$ cat src/design/lts_pkg.sv
// Shared types, token kind codes and keyword table of the Lisp token scanner.
package lts_pkg;

    localparam int POS_BITS = 16;
    localparam int KW_CHARS = 7;
    localparam int KW_COUNT = 18;
    localparam logic [POS_BITS-1:0] POS_MAX = {POS_BITS{1'b1}};

    localparam logic [0:0] CMD_CHAR = 1'b0;
    localparam logic [0:0] CMD_END  = 1'b1;

    localparam logic [5:0] K_TRUE       = 6'd6;
    localparam logic [5:0] K_EOF        = 6'd18;
    localparam logic [5:0] K_LPAREN     = 6'd19;
    localparam logic [5:0] K_NIL        = 6'd20;
    localparam logic [5:0] K_RPAREN     = 6'd21;
    localparam logic [5:0] K_LBRACE     = 6'd22;
    localparam logic [5:0] K_RBRACE     = 6'd23;
    localparam logic [5:0] K_COMMA      = 6'd24;
    localparam logic [5:0] K_DOT        = 6'd25;
    localparam logic [5:0] K_MINUS      = 6'd26;
    localparam logic [5:0] K_PLUS       = 6'd27;
    localparam logic [5:0] K_STAR       = 6'd28;
    localparam logic [5:0] K_BANG_EQ    = 6'd29;
    localparam logic [5:0] K_BANG       = 6'd30;
    localparam logic [5:0] K_EQ_EQ      = 6'd31;
    localparam logic [5:0] K_EQ         = 6'd32;
    localparam logic [5:0] K_LESS_EQ    = 6'd33;
    localparam logic [5:0] K_LESS       = 6'd34;
    localparam logic [5:0] K_GREATER_EQ = 6'd35;
    localparam logic [5:0] K_GREATER    = 6'd36;
    localparam logic [5:0] K_SLASH      = 6'd37;
    localparam logic [5:0] K_IDENT      = 6'd38;
    localparam logic [5:0] K_NUMBER     = 6'd39;
    localparam logic [5:0] K_SYMBOL     = 6'd40;
    localparam logic [5:0] K_ERR_CHAR   = 6'd41;
    localparam logic [5:0] K_ERR_STRING = 6'd42;
    localparam logic [5:0] K_LAST_CODE  = K_ERR_STRING;

    typedef logic [0:KW_CHARS-1][7:0] word_prefix_t;

    typedef struct packed {
        logic [0:0] command;
        logic [7:0] char_code;
    } scan_in_t;

    typedef struct packed {
        logic [5:0]          token_kind;
        logic [POS_BITS-1:0] token_start;
        logic [POS_BITS-1:0] token_length;
        logic [POS_BITS-1:0] line_number;
        logic                last;
    } token_t;

    // Keywords, left aligned and zero padded; kind equals table index.
    localparam logic [KW_COUNT-1:0][KW_CHARS*8-1:0] KW_TEXT = {
        {"define", 8'h0}, {"nil?", 24'h0}, {"list?", 16'h0}, "symbol?",
        "number?", {"set", 32'h0}, {"car", 32'h0}, {"cdr", 32'h0},
        {"cond", 24'h0}, {"cons", 24'h0}, {"var", 32'h0}, {"true", 24'h0},
        {"this", 24'h0}, {"return", 8'h0}, {"print", 16'h0}, {"if", 40'h0},
        {"for", 32'h0}, {"false", 16'h0}
    };
    localparam logic [KW_COUNT-1:0][2:0] KW_LEN = {
        3'd6, 3'd4, 3'd5, 3'd7, 3'd7, 3'd3, 3'd3, 3'd3, 3'd4,
        3'd4, 3'd3, 3'd4, 3'd4, 3'd6, 3'd5, 3'd2, 3'd3, 3'd5
    };

    function automatic logic [5:0] kw_lookup(input word_prefix_t pfx,
                                             input logic [POS_BITS-1:0] len);
        logic [5:0] kind;
        kind = K_IDENT;
        for (int i = KW_COUNT - 1; i >= 0; i--) begin
            if (len == POS_BITS'(KW_LEN[i]) && pfx == KW_TEXT[i]) begin
                kind = 6'(i);
            end
        end
        return kind;
    endfunction

    function automatic logic is_num(input logic [7:0] c);
        return c >= "0" && c <= "9";
    endfunction

    function automatic logic is_letter(input logic [7:0] c);
        return (c >= "a" && c <= "z") || (c >= "A" && c <= "Z") || c == "_" || c == "?";
    endfunction

    function automatic logic [POS_BITS-1:0] sat_inc(input logic [POS_BITS-1:0] v);
        return (v == POS_MAX) ? v : v + 1'b1;
    endfunction

    function automatic logic [POS_BITS-1:0] sat_diff(input logic [POS_BITS-1:0] a,
                                                     input logic [POS_BITS-1:0] b);
        return (a > b) ? a - b : '0;
    endfunction

endpackage

$ cat src/design/lisp_token_scanner.sv
// Top level of the Lisp token scanner: byte scanner plus token queue.
//
//  Channel | Direction | Payload          | Transfer
//  s_      | in        | scan_in_t        | s_valid && s_ready: one byte or end item
//  m_      | out       | token_t          | m_valid && m_ready: one token
//
// Each accepted item is scanned in the cycle it is accepted; its zero to three
// tokens are written together into a four-entry queue. One item per cycle is
// sustained while each item yields at most one token and tokens drain one per
// cycle; s_ready drops only while the queue has fewer than three free entries.
// Reset (aresetn low, synchronous) empties the queue and returns the scanner
// to idle at offset 0, line 1. A stall on m_ holds the queue head unchanged.
module lisp_token_scanner (
    input  logic            aclk,
    input  logic            aresetn,
    input  logic            s_valid,
    output logic            s_ready,
    input  lts_pkg::scan_in_t s_data,
    output logic            m_valid,
    input  logic            m_ready,
    output lts_pkg::token_t m_data
);
    import lts_pkg::*;

    typedef enum logic [13:0] {
        M_IDLE    = 14'b00000000000001,
        M_BANG    = 14'b00000000000010,
        M_EQ      = 14'b00000000000100,
        M_LESS    = 14'b00000000001000,
        M_GREATER = 14'b00000000010000,
        M_SEMI    = 14'b00000000100000,
        M_SLASH   = 14'b00000001000000,
        M_QUOTE   = 14'b00000010000000,
        M_WORD    = 14'b00000100000000,
        M_INT     = 14'b00001000000000,
        M_DOT     = 14'b00010000000000,
        M_FRAC    = 14'b00100000000000,
        M_STRING  = 14'b01000000000000,
        M_COMMENT = 14'b10000000000000
    } mode_t;

    localparam int QDEPTH = 4;
    localparam int QPTR   = $clog2(QDEPTH);

    // Scanner state
    mode_t               mode_reg, mode_next;
    logic [POS_BITS-1:0] origin_reg, origin_next;
    logic [POS_BITS-1:0] pos_reg, pos_next;
    logic [POS_BITS-1:0] line_reg, line_next;
    word_prefix_t        prefix_reg, prefix_next;
    logic [POS_BITS-1:0] wlen_reg, wlen_next;
    logic                paren_reg, paren_next;

    // Token queue
    token_t              queue_reg [QDEPTH];
    logic [QPTR-1:0]     rd_ptr_reg, wr_ptr_reg;
    logic [QPTR:0]       count_reg;

    token_t              slot [3];
    logic [1:0]          n_tok;
    logic                accept, pop, taken;
    logic [7:0]          c;
    logic [POS_BITS-1:0] p, dot_pos, q_start;
    logic [5:0]          op_kind;

    assign accept  = s_valid && s_ready;
    assign pop     = m_valid && m_ready;
    assign s_ready = count_reg <= (QPTR+1)'(QDEPTH - 3);
    assign m_valid = count_reg != '0;
    assign m_data  = queue_reg[rd_ptr_reg];
    assign c       = s_data.char_code;
    assign p       = pos_reg;
    assign dot_pos = (pos_reg != '0) ? pos_reg - 1'b1 : '0;
    assign q_start = sat_inc(origin_reg);

    always_comb begin
        case (mode_reg)
            M_BANG:  op_kind = K_BANG;
            M_EQ:    op_kind = K_EQ;
            M_LESS:  op_kind = K_LESS;
            default: op_kind = K_GREATER;
        endcase
    end

    always_comb begin
        mode_next   = mode_reg;
        origin_next = origin_reg;
        pos_next    = pos_reg;
        line_next   = line_reg;
        prefix_next = prefix_reg;
        wlen_next   = wlen_reg;
        paren_next  = paren_reg;
        n_tok       = '0;
        taken       = 1'b1;
        for (int i = 0; i < 3; i++) begin
            slot[i] = '{K_EOF, '0, '0, line_reg, 1'b0};
        end

        if (accept && s_data.command == CMD_END) begin
            // Flush the pending token, then end of file; start over.
            case (mode_reg)
                M_BANG, M_EQ, M_LESS, M_GREATER: begin
                    slot[n_tok] = '{op_kind, origin_reg, POS_BITS'(1), line_reg, 1'b0};
                    n_tok++;
                end
                M_SEMI, M_SLASH: begin
                    slot[n_tok] = '{K_SLASH, origin_reg, POS_BITS'(1), line_reg, 1'b0};
                    n_tok++;
                end
                M_WORD: begin
                    slot[n_tok] = '{kw_lookup(prefix_reg, wlen_reg), origin_reg,
                                    sat_diff(p, origin_reg), line_reg, 1'b0};
                    n_tok++;
                end
                M_INT, M_FRAC: begin
                    slot[n_tok] = '{K_NUMBER, origin_reg, sat_diff(p, origin_reg),
                                    line_reg, 1'b0};
                    n_tok++;
                end
                M_DOT: begin
                    slot[n_tok] = '{K_NUMBER, origin_reg, sat_diff(dot_pos, origin_reg),
                                    line_reg, 1'b0};
                    n_tok++;
                    slot[n_tok] = '{K_DOT, dot_pos, POS_BITS'(1), line_reg, 1'b0};
                    n_tok++;
                end
                M_STRING: begin
                    slot[n_tok] = '{K_ERR_STRING, origin_reg, sat_diff(p, origin_reg),
                                    line_reg, 1'b0};
                    n_tok++;
                end
                default: ;
            endcase
            slot[n_tok] = '{K_EOF, p, '0, line_reg, 1'b0};
            n_tok++;
            mode_next   = M_IDLE;
            origin_next = '0;
            pos_next    = '0;
            line_next   = POS_BITS'(1);
            prefix_next = '0;
            wlen_next   = '0;
            paren_next  = 1'b0;
        end else if (accept) begin
            paren_next = 1'b0;
            case (mode_reg)
                M_BANG, M_EQ, M_LESS, M_GREATER: begin
                    if (c == "=") begin
                        slot[n_tok] = '{op_kind - 1'b1, origin_reg,
                                        sat_diff(sat_inc(p), origin_reg), line_reg, 1'b0};
                        n_tok++;
                        mode_next = M_IDLE;
                    end else begin
                        slot[n_tok] = '{op_kind, origin_reg, POS_BITS'(1), line_reg, 1'b0};
                        n_tok++;
                        taken = 1'b0;
                    end
                end
                M_SEMI, M_SLASH: begin
                    if ((mode_reg == M_SEMI && c == ";") || (mode_reg == M_SLASH && c == "/")) begin
                        mode_next = M_COMMENT;
                    end else begin
                        slot[n_tok] = '{K_SLASH, origin_reg, POS_BITS'(1), line_reg, 1'b0};
                        n_tok++;
                        taken = 1'b0;
                    end
                end
                M_QUOTE: begin
                    if (c == "t") begin
                        slot[n_tok] = '{K_TRUE, origin_reg,
                                        sat_diff(sat_inc(p), origin_reg), line_reg, 1'b0};
                        n_tok++;
                        mode_next = M_IDLE;
                    end else begin
                        taken = 1'b0;
                    end
                end
                M_WORD: begin
                    if (is_letter(c) || is_num(c)) begin
                        if (wlen_reg < POS_BITS'(KW_CHARS)) begin
                            prefix_next[wlen_reg[2:0]] = c;
                        end
                        wlen_next = sat_inc(wlen_reg);
                    end else begin
                        slot[n_tok] = '{kw_lookup(prefix_reg, wlen_reg), origin_reg,
                                        sat_diff(p, origin_reg), line_reg, 1'b0};
                        n_tok++;
                        taken = 1'b0;
                    end
                end
                M_INT: begin
                    if (c == ".") begin
                        mode_next = M_DOT;
                    end else if (!is_num(c)) begin
                        slot[n_tok] = '{K_NUMBER, origin_reg, sat_diff(p, origin_reg),
                                        line_reg, 1'b0};
                        n_tok++;
                        taken = 1'b0;
                    end
                end
                M_DOT: begin
                    if (is_num(c)) begin
                        mode_next = M_FRAC;
                    end else begin
                        slot[n_tok] = '{K_NUMBER, origin_reg, sat_diff(dot_pos, origin_reg),
                                        line_reg, 1'b0};
                        n_tok++;
                        slot[n_tok] = '{K_DOT, dot_pos, POS_BITS'(1), line_reg, 1'b0};
                        n_tok++;
                        taken = 1'b0;
                    end
                end
                M_FRAC: begin
                    if (!is_num(c)) begin
                        slot[n_tok] = '{K_NUMBER, origin_reg, sat_diff(p, origin_reg),
                                        line_reg, 1'b0};
                        n_tok++;
                        taken = 1'b0;
                    end
                end
                M_STRING: begin
                    if (c == "\"") begin
                        slot[n_tok] = '{K_SYMBOL, q_start, sat_diff(p, q_start),
                                        line_reg, 1'b0};
                        n_tok++;
                        mode_next = M_IDLE;
                    end else if (c == "\n") begin
                        line_next = sat_inc(line_reg);
                    end
                end
                M_COMMENT: begin
                    if (c == "\n") begin
                        taken = 1'b0;
                    end
                end
                default: taken = 1'b0;
            endcase

            // Byte not consumed by the open token: scan it from idle.
            if (!taken) begin
                mode_next = M_IDLE;
                case (c)
                    "(": begin
                        slot[n_tok] = '{K_LPAREN, p, POS_BITS'(1), line_reg, 1'b0};
                        n_tok++;
                        origin_next = p;
                        paren_next  = 1'b1;
                    end
                    ")": begin
                        if (paren_reg) begin
                            slot[n_tok] = '{K_NIL, origin_reg, POS_BITS'(1), line_reg, 1'b0};
                            n_tok++;
                        end
                        slot[n_tok] = '{K_RPAREN, p, POS_BITS'(1), line_reg, 1'b0};
                        n_tok++;
                    end
                    "{", "}", ",", ".", "-", "+", "*": begin
                        case (c)
                            "{":     slot[n_tok].token_kind = K_LBRACE;
                            "}":     slot[n_tok].token_kind = K_RBRACE;
                            ",":     slot[n_tok].token_kind = K_COMMA;
                            ".":     slot[n_tok].token_kind = K_DOT;
                            "-":     slot[n_tok].token_kind = K_MINUS;
                            "+":     slot[n_tok].token_kind = K_PLUS;
                            default: slot[n_tok].token_kind = K_STAR;
                        endcase
                        slot[n_tok].token_start  = p;
                        slot[n_tok].token_length = POS_BITS'(1);
                        n_tok++;
                    end
                    "!": begin origin_next = p; mode_next = M_BANG;    end
                    "=": begin origin_next = p; mode_next = M_EQ;      end
                    "<": begin origin_next = p; mode_next = M_LESS;    end
                    ">": begin origin_next = p; mode_next = M_GREATER; end
                    ";": begin origin_next = p; mode_next = M_SEMI;    end
                    "/": begin origin_next = p; mode_next = M_SLASH;   end
                    "\"": begin origin_next = p; mode_next = M_STRING; end
                    "'": begin origin_next = p; mode_next = M_QUOTE;   end
                    " ", 8'h0D, "\t": ;
                    "\n": line_next = sat_inc(line_reg);
                    default: begin
                        if (is_num(c)) begin
                            origin_next = p;
                            mode_next   = M_INT;
                        end else if (is_letter(c)) begin
                            origin_next    = p;
                            prefix_next    = '0;
                            prefix_next[0] = c;
                            wlen_next      = POS_BITS'(1);
                            mode_next      = M_WORD;
                        end else begin
                            slot[n_tok] = '{K_ERR_CHAR, p, POS_BITS'(1), line_reg, 1'b0};
                            n_tok++;
                        end
                    end
                endcase
            end
            pos_next = sat_inc(p);
        end

        // Mark the final token of this item.
        if (n_tok != '0) begin
            slot[n_tok - 1'b1].last = 1'b1;
        end
    end

    always_ff @(posedge aclk) begin
        if (!aresetn) begin
            mode_reg   <= M_IDLE;
            origin_reg <= '0;
            pos_reg    <= '0;
            line_reg   <= POS_BITS'(1);
            prefix_reg <= '0;
            wlen_reg   <= '0;
            paren_reg  <= 1'b0;
        end else begin
            mode_reg   <= mode_next;
            origin_reg <= origin_next;
            pos_reg    <= pos_next;
            line_reg   <= line_next;
            prefix_reg <= prefix_next;
            wlen_reg   <= wlen_next;
            paren_reg  <= paren_next;
        end
    end

    // Write all tokens of one item at once; drain one per transfer.
    always_ff @(posedge aclk) begin
        for (int i = 0; i < 3; i++) begin
            if (2'(i) < n_tok) begin
                queue_reg[wr_ptr_reg + QPTR'(i)] <= slot[i];
            end
        end
    end

    always_ff @(posedge aclk) begin
        if (!aresetn) begin
            rd_ptr_reg <= '0;
            wr_ptr_reg <= '0;
            count_reg  <= '0;
        end else begin
            wr_ptr_reg <= wr_ptr_reg + QPTR'(n_tok);
            if (pop) begin
                rd_ptr_reg <= rd_ptr_reg + 1'b1;
            end
            count_reg <= count_reg + (QPTR+1)'(n_tok) - (QPTR+1)'(pop);
        end
    end

endmodule

$ cat config.mk
export PLATFORM = sky130hd
export DESIGN_NAME = lisp_token_scanner
export DESIGN_NICKNAME = d
export VERILOG_FILES = /design/src/design/lts_pkg.sv /design/src/design/lisp_token_scanner.sv
export SDC_FILE = /design/constraint.sdc
export NUM_CORES = 1
export LEC_CHECK = 0
export BUFFER_PORTS_ARGS = -buffer_cell sky130_fd_sc_hd__buf_2
export CAP_MARGIN = 5
export CORE_MARGIN = 3
export CORE_UTILIZATION = 33
export DETAILED_ROUTE_END_ITERATION = 16
export PLACE_DENSITY = 0.49
export SETUP_SLACK_MARGIN = 0.4
export SLEW_MARGIN = 20
export SYNTH_ARGS = -nofsm -noshare
export SYNTH_HDL_FRONTEND = slang
export SYNTH_SLANG_ARGS = --single-unit
$ cat constraint.sdc
create_clock -name aclk -period 7.55 [get_ports aclk]
set_clock_uncertainty 0.05 [all_clocks]
set_input_delay 1.51 -clock aclk [delete_from_list [all_inputs] [get_ports aclk]]
set_output_delay 1.51 -clock aclk [all_outputs]
set_load 0.005 [all_outputs]
==> parameters.txt <==
Parameter                              Value

Layout
  Antenna diode instance count ... 0
  Area added between synthesis and finish ... 11.2%
  Final-stage net count ... 3376
  Number of flip-flops under the largest register name ... 220
  Layout cells sized above 1 ... 12.0%
  Final standard cell count with taps included and fillers excluded ... 4438

Global routing
  Total global routing track utilization ... 25.0%
  Antenna violations before repair ... 2
  Largest net degree at the start of global routing ... 56
  Vias in the first global route ... 25100
  Total congestion overflow ... 0
  Wire length of the first global-routing pass ... 171000 um

Yosys
  Area fraction in compound gates after synthesis ... 21.8%
  Top flip-flop cell by instance count after synthesis ... sky130_fd_sc_hd__edfxtp_1
  Xor/xnor cell area share of the yosys netlist ... 3.35%
  Count of different cell masters after synthesis ... 115
  Simple logic cell fraction of the synthesized area ... 24.8%
  Gate count after technology mapping ... 3279
  Netlist area before placement ... 28000 um2
  Combinational family with the most area after synthesis ... simple AND/OR/NAND/NOR gates
  Asr flop ratio synth ... 0%
  Synthesized Nets ... 3384
  Post-synthesis register bit count ... 364
  EDFF count, synth ... 220
  Share of cell area taken by muxes after synthesis ... 6.93%
  Count of yosys warnings during synthesis ... 0
  Sequential share of the synthesized area ... 33.9%
  Fraction of the mapped netlist area in adder cells ... 4.33%
  Syn_area_per_cell ... 8.54 um2

STA
  Crit share post-route ... 84.9%
  Final hold violations ... 0
  Slew @ Worst Pin ... 1.23 ns
  Count of final max-slew check failures ... 0
  Final critical delay including setup and external delays ... 6.41 ns
  Smallest hold slack ... 0.403 ns
  Maximum clock frequency ... 156 MHz
  Min setup slack post-route ... 1.14 ns
  Setup TNS Final ... 0 ns
  Final setup violation count ... 0
  RSZ-0062 raised after global routing ... no
  Remaining max-slew budget at the tightest pin ... 17.9%

Clocking
  Postcts setup bufs ... 0
  Clk Latency, worst-skew pair ... 0.59 ns
  Max Root-Sink Buffers ... 3
  Post-CTS Hold Buffers ... 0
  Clock Pin Slew Worst Setup and Hold Paths ... 0.06 ns
  CTS-repair resized insts ... 0
  Count of H-tree levels built during CTS ... 2
  Clock root buffer ... sky130_fd_sc_hd__clkbuf_16
  CTS tree ... done
  # clock sinks ... 364
  TritonCTS Buffers ... 41

Detailed routing
  Total wire length ... 115000 um
  Count of unresolved DRC violations after routing ... 0
  Remaining antenna violation count ... 0
  Routed via count ... 27200
  Total iterations of the first detailed-routing run ... 7
  Violation count after the first detailed-routing iteration ... 3002
  Routed via count divided by cell count ... 6.14
  Wirelength per Cell ... 26.0 um

Floorplan
  Initial standard-cell utilization of the core ... 33.4%
  Total Die Area ... 88400 um2
  Die height ... 297 um
  # IOs ... 70
  Area inside the core boundary ... 83800 um2
  Die boundary width ... 297 um
  Std-Cell Rows ... 106

Worst setup path
  Data required time of the critical path ... 7.92 ns
  Arrival time reported for the critical path endpoint ... 6.78 ns
  Maximum net fanout on the critical path ... 21
  WS Path Type ... in2reg
  Crit path launch type ... primary input
  Element type at the critical path end ... flip-flop

Pwr
  Power consumption ... 6.82 mW
  Static power due to leakage ... 11.0 nW
  Power per cell area ... 219 nW/um2
  Worst voltage drop across the vdd grid ... 0.147 mV

Placed design
  Count of input and output buffers ... 69
  Placed Cells incl. Taps ... 4362
  GP Congestion ... 0.977
  Worst slack at placement ... 0.612 ns
  Half-perimeter wire length after detailed placement ... 85400 um

Run status
  Run status ... completed

Worst hold path
  Path type of the worst min-delay path ... reg2reg

Flow run
  Number of max-cap violations ... 0
[synth_stat cells, drive strengths merged, types with 38 or more instances]
library cell  count  area, um2
a21oi           251       1260
a22oi            44        330
a31oi            38        253
buf              88        487
clkbuf          151        567
dfxtp           144       2880
edfxtp          220       6610
ha               87       1090
inv              83        314
mux2i            69        691
mux4             55       1240
nand2           317       1220
nand3           122        611
nand4            83        534
nor2            377       1450
nor3             94        502
nor4             54        384
o211ai           52        395
o21ai           163        816
o22ai            51        319
xnor2            77        674
[kinds of logic after synthesis]
logic type      Yosys count
buf+inv                 325
mux                     125
xor+xnor                107
compound gates          912
flops                   364
simple gates           1352
fa+ha+maj                94
[cells in the final DEF, fill, tap and decap left out, drive strengths merged, types with 77 or more instances in the layout]
cell,n
nor3,94
edfxtp,220
nand2,317
nand4,83
o21ai,163
dfxtp,144
nand3,122
xnor2,77
ha,87
nor2,377
a21oi,251
inv,83
buf,188
[path summary, 6_finish.rpt]
| path | start | endpoint | slack (ns) | cells past startpoint |
|---|---|---|---|---|
| worst min register to register | prefix_reg[55]$_SDFFE_PP0P_ | prefix_reg[55]$_SDFFE_PP0P_ | 0.40 | 2 |
| worst max-delay path | s_data[3] | queue_reg[0][38]$_DFFE_PP_ | 1.14 | 18 |
| worst min-delay path | prefix_reg[55]$_SDFFE_PP0P_ | prefix_reg[55]$_SDFFE_PP0P_ | 0.40 | 2 |
| worst max register to register | p[15]$_SDFFE_PP0P_ | queue_reg[3][28]$_SDFFCE_PP0P_ | 1.28 | 18 |
[worst max-delay path: stages]
cell and delay, ns:
sky130_fd_sc_hd__buf_2 0.36, sky130_fd_sc_hd__nor2b_1 0.30, sky130_fd_sc_hd__nand4_1 0.20, sky130_fd_sc_hd__a2111o_1 0.57, sky130_fd_sc_hd__a221oi_4 0.40, sky130_fd_sc_hd__nand3b_4 0.16, sky130_fd_sc_hd__inv_1 0.11, sky130_fd_sc_hd__ha_1 0.25
sky130_fd_sc_hd__a21oi_1 0.24, sky130_fd_sc_hd__ha_1 0.61, sky130_fd_sc_hd__nand2_1 0.25, sky130_fd_sc_hd__nand2_1 0.35, sky130_fd_sc_hd__a21oi_1 0.06, sky130_fd_sc_hd__o21ai_0 0.67, sky130_fd_sc_hd__a221oi_1 0.35, sky130_fd_sc_hd__nand2_1 0.14
sky130_fd_sc_hd__o211ai_1 0.09, sky130_fd_sc_hd__o21ai_1 0.14
[area by class of cell]
cell class | count | area [um2]
Tap cell | 1134 | 1420
Inverter | 86 | 327
Sequential cell | 364 | 9490
Timing Repair Buffer | 188 | 1290
Clock inverter | 21 | 256
Clock buffer | 55 | 1160
Fill cell | 8696 | 52700
Multi-Input combinational cell | 2590 | 17200
[per-stage QoR]
| stage | cell area [um2] | utilization, % |
|---|---|---|
| floorplan | 28000 | - |
| global placement | 29700 | 35.5 |
| detailed placement | 29700 | 35.5 |
| CTS | 31100 | 37.1 |
| global route | 31100 | 37.1 |
| finish | 31100 | 37.1 |
[power breakdown]
part / total [mW] / switching, mW / internal (mW)
Sequential: 2.41 / 0.108 / 2.30
Combinational: 2.32 / 1.43 / 0.891
Clock: 2.10 / 0.871 / 1.23
[per-layer routing]
layer / track usage (%) / wire [um] / share of wire, % / vias up
met5: 0 / 40 / 0.035 / -
met4: 7.86 / 4090 / 3.6 / 3
met3: 4.37 / 9690 / 8.4 / 243
met2: 37.7 / 49400 / 43 / 1331
met1: 36.4 / 52000 / 45 / 13200
li1: - / - / - / 12400
Note: power is estimated with default switching activity, not from simulation.
